==> config.mk <==
export PLATFORM = sky130hd
export DESIGN_NAME = vws_isqrt
export DESIGN_NICKNAME = d
export VERILOG_FILES = /design/src/hdl/vws_isqrt.sv
export SDC_FILE = /design/constraint.sdc
export NUM_CORES = 2
export LEC_CHECK = 0
export BUFFER_PORTS_ARGS = -buffer_cell sky130_fd_sc_hd__buf_2
export CAP_MARGIN = 20
export CORE_UTILIZATION = 55
export CTS_CLUSTER_DIAMETER = 200
export CTS_CLUSTER_SIZE = 40
export DETAILED_ROUTE_END_ITERATION = 8
export PLACE_DENSITY = 0.72
export SKIP_CTS_REPAIR_TIMING = 1
export SLEW_MARGIN = 30
export SYNTH_ARGS = -nofsm -noshare
export SYNTH_HDL_FRONTEND = slang
export SYNTH_SLANG_ARGS = --single-unit
==> constraint.sdc <==
create_clock -name clk -period 6.3 [get_ports clk]
set_input_delay 1.26 -clock clk [delete_from_list [all_inputs] [get_ports clk]]
set_output_delay 1.26 -clock clk [all_outputs]
set_load 0.005 [all_outputs]
==> src/hdl/vws_isqrt.sv <==
// vws_isqrt: pipelined floor square root, two result bits per stage
// depends on nothing; used by vertex_wetness_splat
module vws_isqrt #(
    parameter int unsigned IN_W = 52,
    parameter int unsigned TAG_W = 8
) (
    input  logic                clk,
    input  logic                rst_n,
    input  logic                in_valid,
    input  logic [IN_W-1:0]     in_value,
    input  logic [TAG_W-1:0]    in_tag,
    input  logic                advance,
    output logic                out_valid,
    output logic [IN_W/2-1:0]   out_root,
    output logic [TAG_W-1:0]    out_tag
);
    localparam int unsigned RW = IN_W / 2;
    localparam int unsigned STAGES = RW / 2;

    logic                     vld_reg  [STAGES+1];
    logic [IN_W-1:0]          rem_reg  [STAGES+1];
    logic [IN_W-1:0]          src_reg  [STAGES+1];
    logic [RW-1:0]            root_reg [STAGES+1];
    logic [TAG_W-1:0]         tag_reg  [STAGES+1];

    always_comb
    begin
        rem_reg[0]  = '0;
        src_reg[0]  = in_value;
        root_reg[0] = '0;
        tag_reg[0]  = in_tag;
        vld_reg[0]  = in_valid;
    end

    for (genvar s = 0; s < STAGES; s++)
    begin : g_stage
        logic [IN_W-1:0] rem_n;
        logic [IN_W-1:0] src_n;
        logic [RW-1:0]   root_n;
        always_comb
        begin
            logic [IN_W+1:0] r;
            logic [IN_W+1:0] t;
            r = {2'b00, rem_reg[s]};
            root_n = root_reg[s];
            src_n = src_reg[s];
            for (int k = 0; k < 2; k++)
            begin
                r = {r[IN_W-1:0], src_n[IN_W-1:IN_W-2]};
                src_n = {src_n[IN_W-3:0], 2'b00};
                t = {{(IN_W+2-RW-2){1'b0}}, root_n, 2'b01};
                if (r >= t)
                begin
                    r = r - t;
                    root_n = {root_n[RW-2:0], 1'b1};
                end
                else
                begin
                    root_n = {root_n[RW-2:0], 1'b0};
                end
            end
            rem_n = r[IN_W-1:0];
        end
        always_ff @(posedge clk or negedge rst_n)
        begin
            if (!rst_n)
            begin
                vld_reg[s+1] <= 1'b0;
            end
            else if (advance)
            begin
                vld_reg[s+1] <= vld_reg[s];
            end
        end
        always_ff @(posedge clk)
        begin
            if (advance)
            begin
                rem_reg[s+1]  <= rem_n;
                src_reg[s+1]  <= src_n;
                root_reg[s+1] <= root_n;
                tag_reg[s+1]  <= tag_reg[s];
            end
        end
    end

    assign out_valid = vld_reg[STAGES];
    assign out_root  = root_reg[STAGES];
    assign out_tag   = tag_reg[STAGES];

endmodule

-- After elaboration in Yosys (flattened, before gate mapping)
Index checks and enable logic that the tools add are counted.
- flip-flop bits (word level): 1235
- latch bits: 0
- bits in writable memories: 0
- bits in read-only memories: 0
- input port bits: 64
- output and inout bits: 35
- word-level logic and storage cells: 165
- memories: 0
- $add $sub $neg: 25
- $mul: 0
- div/mod/pow operators: 0
- $lt $le $gt $ge: 26
- eq/ne operators: 0
- shifts and indexed selects: 0
- mux-type cells: 51
- bitwise logic cells: 0
- reductions and logical operators: 0
- operators by type and width (kind ; number):
    2-to-1 mux 52 bit ; 25
    greater-or-equal comparator 54 x 10 -> 1 bit ; 1
    greater-or-equal comparator 54 x 11 -> 1 bit ; 1
    greater-or-equal comparator 54 x 12 -> 1 bit ; 1
    greater-or-equal comparator 54 x 13 -> 1 bit ; 1
    greater-or-equal comparator 54 x 14 -> 1 bit ; 1
    greater-or-equal comparator 54 x 15 -> 1 bit ; 1
    greater-or-equal comparator 54 x 16 -> 1 bit ; 1
    greater-or-equal comparator 54 x 17 -> 1 bit ; 1
    greater-or-equal comparator 54 x 18 -> 1 bit ; 1
    greater-or-equal comparator 54 x 19 -> 1 bit ; 1
    greater-or-equal comparator 54 x 20 -> 1 bit ; 1
    greater-or-equal comparator 54 x 21 -> 1 bit ; 1
    greater-or-equal comparator 54 x 22 -> 1 bit ; 1
    greater-or-equal comparator 54 x 23 -> 1 bit ; 1
    greater-or-equal comparator 54 x 24 -> 1 bit ; 1
    greater-or-equal comparator 54 x 25 -> 1 bit ; 1
    greater-or-equal comparator 54 x 26 -> 1 bit ; 1
    greater-or-equal comparator 54 x 27 -> 1 bit ; 1
    greater-or-equal comparator 54 x 3 -> 1 bit ; 1
    greater-or-equal comparator 54 x 4 -> 1 bit ; 1
    greater-or-equal comparator 54 x 5 -> 1 bit ; 1
    greater-or-equal comparator 54 x 6 -> 1 bit ; 1
    greater-or-equal comparator 54 x 7 -> 1 bit ; 1
    29 further kinds ; 54

-- Logic depth before layout (Yosys ltp)
- depth in word-level cells: 4
- mapped depth: 32
- mapped depth without buffers: 27

-- Least setup slack after synthesis
OpenSTA, ideal clock, no wires.
- path kind: flip-flop to flip-flop
- from: reg rem_reg[208] in the netlist's numbering
- to: reg rem_reg[207] in the netlist's numbering, data pin
- setup time: 0.259 ns
- arrival: 6.063 ns
- data required time: 6.041 ns
- path slack: -0.022 ns
- stages on the path, launching flop included: 29
- path buffers: 6
- period minus slack after synthesis: 6.322 ns
- cell sequence: edfxtp_1 ha_1 nor2b_1 o31a_1 o31a_1 o31a_1 a21o_1 inv_1 clkbuf_1 clkbuf_1 clkbuf_1 clkbuf_1 nand2_1 o31ai_1 ha_1 a21o_1 a21oi_1 o21ai_0 a21oi_1 nand3b_1 a41oi_1 o41a_1 o2111ai_1 nand4bb_1 clkbuf_1 and3_1 clkbuf_1 nand4_1 xor2_1
- cells in the longest elaborated chain, start to end: 4
- elaborated cells on any way between the ends: 7
- those cells by class: 2 x add/sub; 2 x order compare; 3 x mux
- ends and longest elaborated chain (element ; line ; RTL):
    start: declaration ; 21 ; logic [IN_W-1:0] rem_reg [STAGES+1];
    start signal: indexed assignment ; 79 ; rem_reg[s+1] <= rem_n;
    subtractor 52 x 20 -> 52 bit / greater-or-equal comparator 54 x 20 -> 1 bit (equally long branches) ; 54, 52 ;
    2-to-1 mux 52 bit / 2-to-1 mux 1 bit (equally long branches) ; 52 ; if (r >= t)
    subtractor 52 x 21 -> 52 bit / greater-or-equal comparator 54 x 21 -> 1 bit (equally long branches) ; 54, 52 ;
    2-to-1 mux 52 bit * ; 52 ;
Every way passes the cells marked *; elsewhere a longest branch is shown, timed or not.
A chain may end at the register's enable or synchronous reset.

-- Final worst setup path
- from: reg root_reg[111] in the netlist's numbering
- to: reg rem_reg[192] in the netlist's numbering, data pin
- cells in the longest elaborated chain, start to end: 4
- elaborated cells on any way between the ends: 7
- those cells by class: 2 x add/sub; 2 x order compare; 3 x mux
- ends and longest elaborated chain (element ; line ; RTL):
    start: declaration ; 23 ; logic [RW-1:0] root_reg [STAGES+1];
    start signal: indexed assignment ; 81 ; root_reg[s+1] <= root_n;
    subtractor 52 x 20 -> 52 bit / greater-or-equal comparator 54 x 20 -> 1 bit (equally long branches) ; 54, 52 ;
    2-to-1 mux 52 bit / 2-to-1 mux 1 bit (equally long branches) ; 52 ;
    subtractor 52 x 21 -> 52 bit / greater-or-equal comparator 54 x 21 -> 1 bit (equally long branches) ; 54, 52 ;
    2-to-1 mux 52 bit * ; 52 ;
Marks and branches as above.

==> flow_summary.json <==
{
  "hold_path.class": "input port to asynchronous set/reset pin",
  "synth.avg_cell_area_um2": 9.90,
  "layout.cells.most_common_list": "edfxtp_1, nor2_1, nand2_1",
  "finalCriticalPeriod_ns": 6.10,
  "routed_met2_length_um": 98000,
  "total_leakage_power_nw": 31.3,
  "routed_via_density": 6.26,
  "timing.critical_path.required_ns": 6.76,
  "finalWeightedCongestion": 0.976,
  "powerDensity_mw_per_mm2": 314,
  "largest_fanout_on_the_critical_path": 9,
  "power.ir.vdd_worst_v": 0.000279,
  "core.rowCount": 139,
  "vias": 63800,
  "top_layer": "met5",
  "area.growth.synth_to_final_pct": 7.95,
  "internal_power_mw": 16.3,
  "critPathKind": "flip-flop to flip-flop",
  "worst-slew-pin-transition_ns": 0.967,
  "initial_core_util_pct": 55.4,
  "synth.yosys.seq_area_share_pct": 45.1,
  "cap_violations": 0,
  "drt_wl_total_um": 221000,
  "total_power_mw": 26.9,
  "drt-wirelength-per-cell_um": 21.7,
  "fp.coreArea_mm2": 0.143,
  "detail_route.drc_violations": 0,
  "worst_skew_pair.late_latency_ns": 0.71,
  "worstSetupStartpoint": "root_reg[111]$_DFFE_PP_",
  "met3_length_um": 17000,
  "run_status": "finished, final reports clean",
  "drt_iter0_drc": 6569,
  "largest_register_ff_count": 583,
  "pwr-share-comb_pct": 45.5,
  "die_h_um": 382,
  "grt_overflow_total": 0,
  "post-dp-hpwl_um": 176000,
  "clockPowerShare_pct": 12.7,
  "finalHoldViolations": 0,
  "achievable-frequency_mhz": 164,
  "slew_headroom_pct": 33.9,
  "finalCoreUtilization_pct": 59.8,
  "synthCells": 8023,
  "grt_max_degree": 160,
  "cts_inserted_buffers": 35,
  "final.period_utilization_pct": 96.8,
  "cts_max_path_buffers": 3,
  "critical_path.reg2reg.startpoint": "root_reg[111]$_DFFE_PP_",
  "setup.worst_path.end_class": "flip-flop",
  "grt_usage_pct": 29.5,
  "fin_skew_ns": 0.0446,
  "place_area_mm2": 0.0842,
  "tritoncts": "done",
  "final_antenna_net_count": 0,
  "postSynth.asyncResetShare_pct": 1.09,
  "synth.ff_latch_count": 1194,
  "grt_pass1_vias": 59500,
  "number_of_synthesized_flops_with_an_enable_pin": 1181,
  "worst-endpoint-arrival_ns": 6.55,
  "critPathLaunchType": "flip-flop",
  "synth.distinct_cells": 119,
  "post_synth_instance_area_mm2": 0.0794,
  "post-route-cell-area_mm2": 0.0857,
  "cts_num_sinks": 1194,
  "die-area_mm2": 0.146,
  "clk_pin_slew_worst_paths_ns": 0.15,
  "clk_root_buffer_cell": "clkbuf_16",
  "io_buffers": 98,
  "antenna_found_initial": 10,
  "p_sw_mw": 10.6,
  "final_nets": 8719,
  "fp.dieW_um": 382,
  "final_layout_size_suffix_gt1_share_pct": 9.91,
  "routedLengthMet1_um": 101000,
  "setup_viol": 0,
  "first_pass_iters": 8,
  "total_of_warnings_raised_by_yosys": 0,
  "h_tree_level_count": 2,
  "fin_ws_ns": 0.204,
  "slew_viol_final": 0,
  "synthFlopType": "edfxtp_1",
  "seq_power_share_pct": 41.8,
  "sw_frac_of_total_pct": 39.4,
  "grt_first_pass_wirelength_um": 342000,
  "place_ws_ns": -0.0812,
  "layout.cells.most_common": "edfxtp_1",
  "floorplan.io_pins": 99
}
-- path summary, 6_finish.rpt --
path / endpoint / slack (ns) / depth (start not counted)
min in group clk: tag_reg[43]$_DFFE_PP_ / 0.41 / 0
max reg2reg: rem_reg[192]$_DFFE_PP_ / 0.20 / 24
min reg2reg: tag_reg[43]$_DFFE_PP_ / 0.41 / 0
min: vld_reg[2]$_DFFE_PN0P_ / 0.41 / 1
max: rem_reg[192]$_DFFE_PP_ / 0.20 / 24
max in group asynchronous: vld_reg[9]$_DFFE_PN0P_ / 5.67 / 1
-- stage by stage --
step                      hold WS [ns]  cells  TNS [ns]
after floorplan                  0.400   8025         0
after global placement           0.401  10100    -13.36
after detailed placement         0.405  10100    -0.533
after CTS                        0.375  10200     -2.70
after global routing             0.408  10200   -0.0188
final                            0.407  10200         0
-- worst max-delay path, stage by stage, from the launching register on --
cell,delay [ns]
edfxtp_1,0.44
inv_1,0.09
ha_2,0.43
nand4_1,0.18
nor3_1,0.27
buf_4,0.19
a31oi_1,0.15
nand3_2,0.19
a21o_1,0.15
inv_1,0.08
buf_4,0.17
or3b_2,0.46
nand2_1,0.12
ha_1,0.22
a21oi_1,0.11
o21ai_0,0.29
a21oi_1,0.15
nand3b_1,0.13
a41oi_2,0.08
o41a_1,0.49
o2111ai_1,0.43
nand4bb_4,0.30
nand3_1,0.20
nor4_1,0.37
xnor2_1,0.13
-- power by group through the flow --
| stage | Clock [mW] | Combinational, mW | Sequential, mW |
|---|---|---|---|
| 6_report | 3.43 | 12.2 | 11.2 |
| 5_1_grt | 3.76 | 13.4 | 11.4 |
| 4_1_cts | 3.57 | 11.9 | 11.2 |
| 3_5_place_dp | 0 | 11.8 | 11.4 |
| 3_3_place_gp | 0 | 11.6 | 11.4 |
| 2_1_floorplan | 0 | 8.55 | 10.9 |
-- metal layers --
metal / vias up / GRT usage [%]
met5: - / 0
met3: 253 / 4.12
li1: 30400 / -
met2: 2363 / 45.7
met4: 2 / 6.64
met1: 30800 / 43.8
-- layout make-up --
type / instances / area, um2
Clock buffer: 45 / 913
Inverter: 355 / 1340
Multi-Input combinational cell: 6214 / 41700
Sequential cell: 1194 / 35800
Clock inverter: 5 / 114
Antenna cell: 2 / 5.00
Tap cell: 1903 / 2380
Fill cell: 12300 / 57700
Timing Repair Buffer: 479 / 3530
-- cell usage after synthesis (69+ instances only) --
| cell type | instances | area (um2) |
|---|---|---|
| nor2_1 | 716 | 2690 |
| inv_1 | 348 | 1310 |
| and2_1 | 80 | 500 |
| a31oi_1 | 69 | 432 |
| o21a_1 | 70 | 526 |
| a21o_1 | 180 | 1350 |
| or4_1 | 86 | 646 |
| xnor2_1 | 572 | 5010 |
| nor3_1 | 318 | 1590 |
| o21ai_0 | 340 | 1700 |
| a21oi_1 | 510 | 2550 |
| xor2_1 | 361 | 3160 |
| nand2_1 | 583 | 2190 |
| nand3_1 | 264 | 1320 |
| or2_2 | 81 | 507 |
| or3_1 | 133 | 832 |
| nand2b_1 | 95 | 594 |
| edfxtp_1 | 1181 | 35500 |
| clkbuf_1 | 180 | 676 |
| and3_1 | 87 | 544 |
| nand4_1 | 157 | 982 |
| ha_1 | 376 | 4700 |
| nor4_1 | 170 | 1060 |
-- logic make-up after synthesis --
| kind of cell | Yosys count | share of synthesized area (%) |
|---|---|---|
| buffers and inverters | 617 | 3.06 |
| AND/OR/NAND/NOR | 3111 | 20.6 |
| XOR/XNOR | 934 | 10.3 |
| AO/OA/AOI/OAI | 1720 | 14.1 |
| flip-flops | 1194 | 45.1 |
| adder cells (fa/ha/maj) | 377 | 5.94 |
| other | 1 | 0.00472 |
| multiplexers | 69 | 0.959 |
Note: power is estimated with default switching activity, not from simulation.
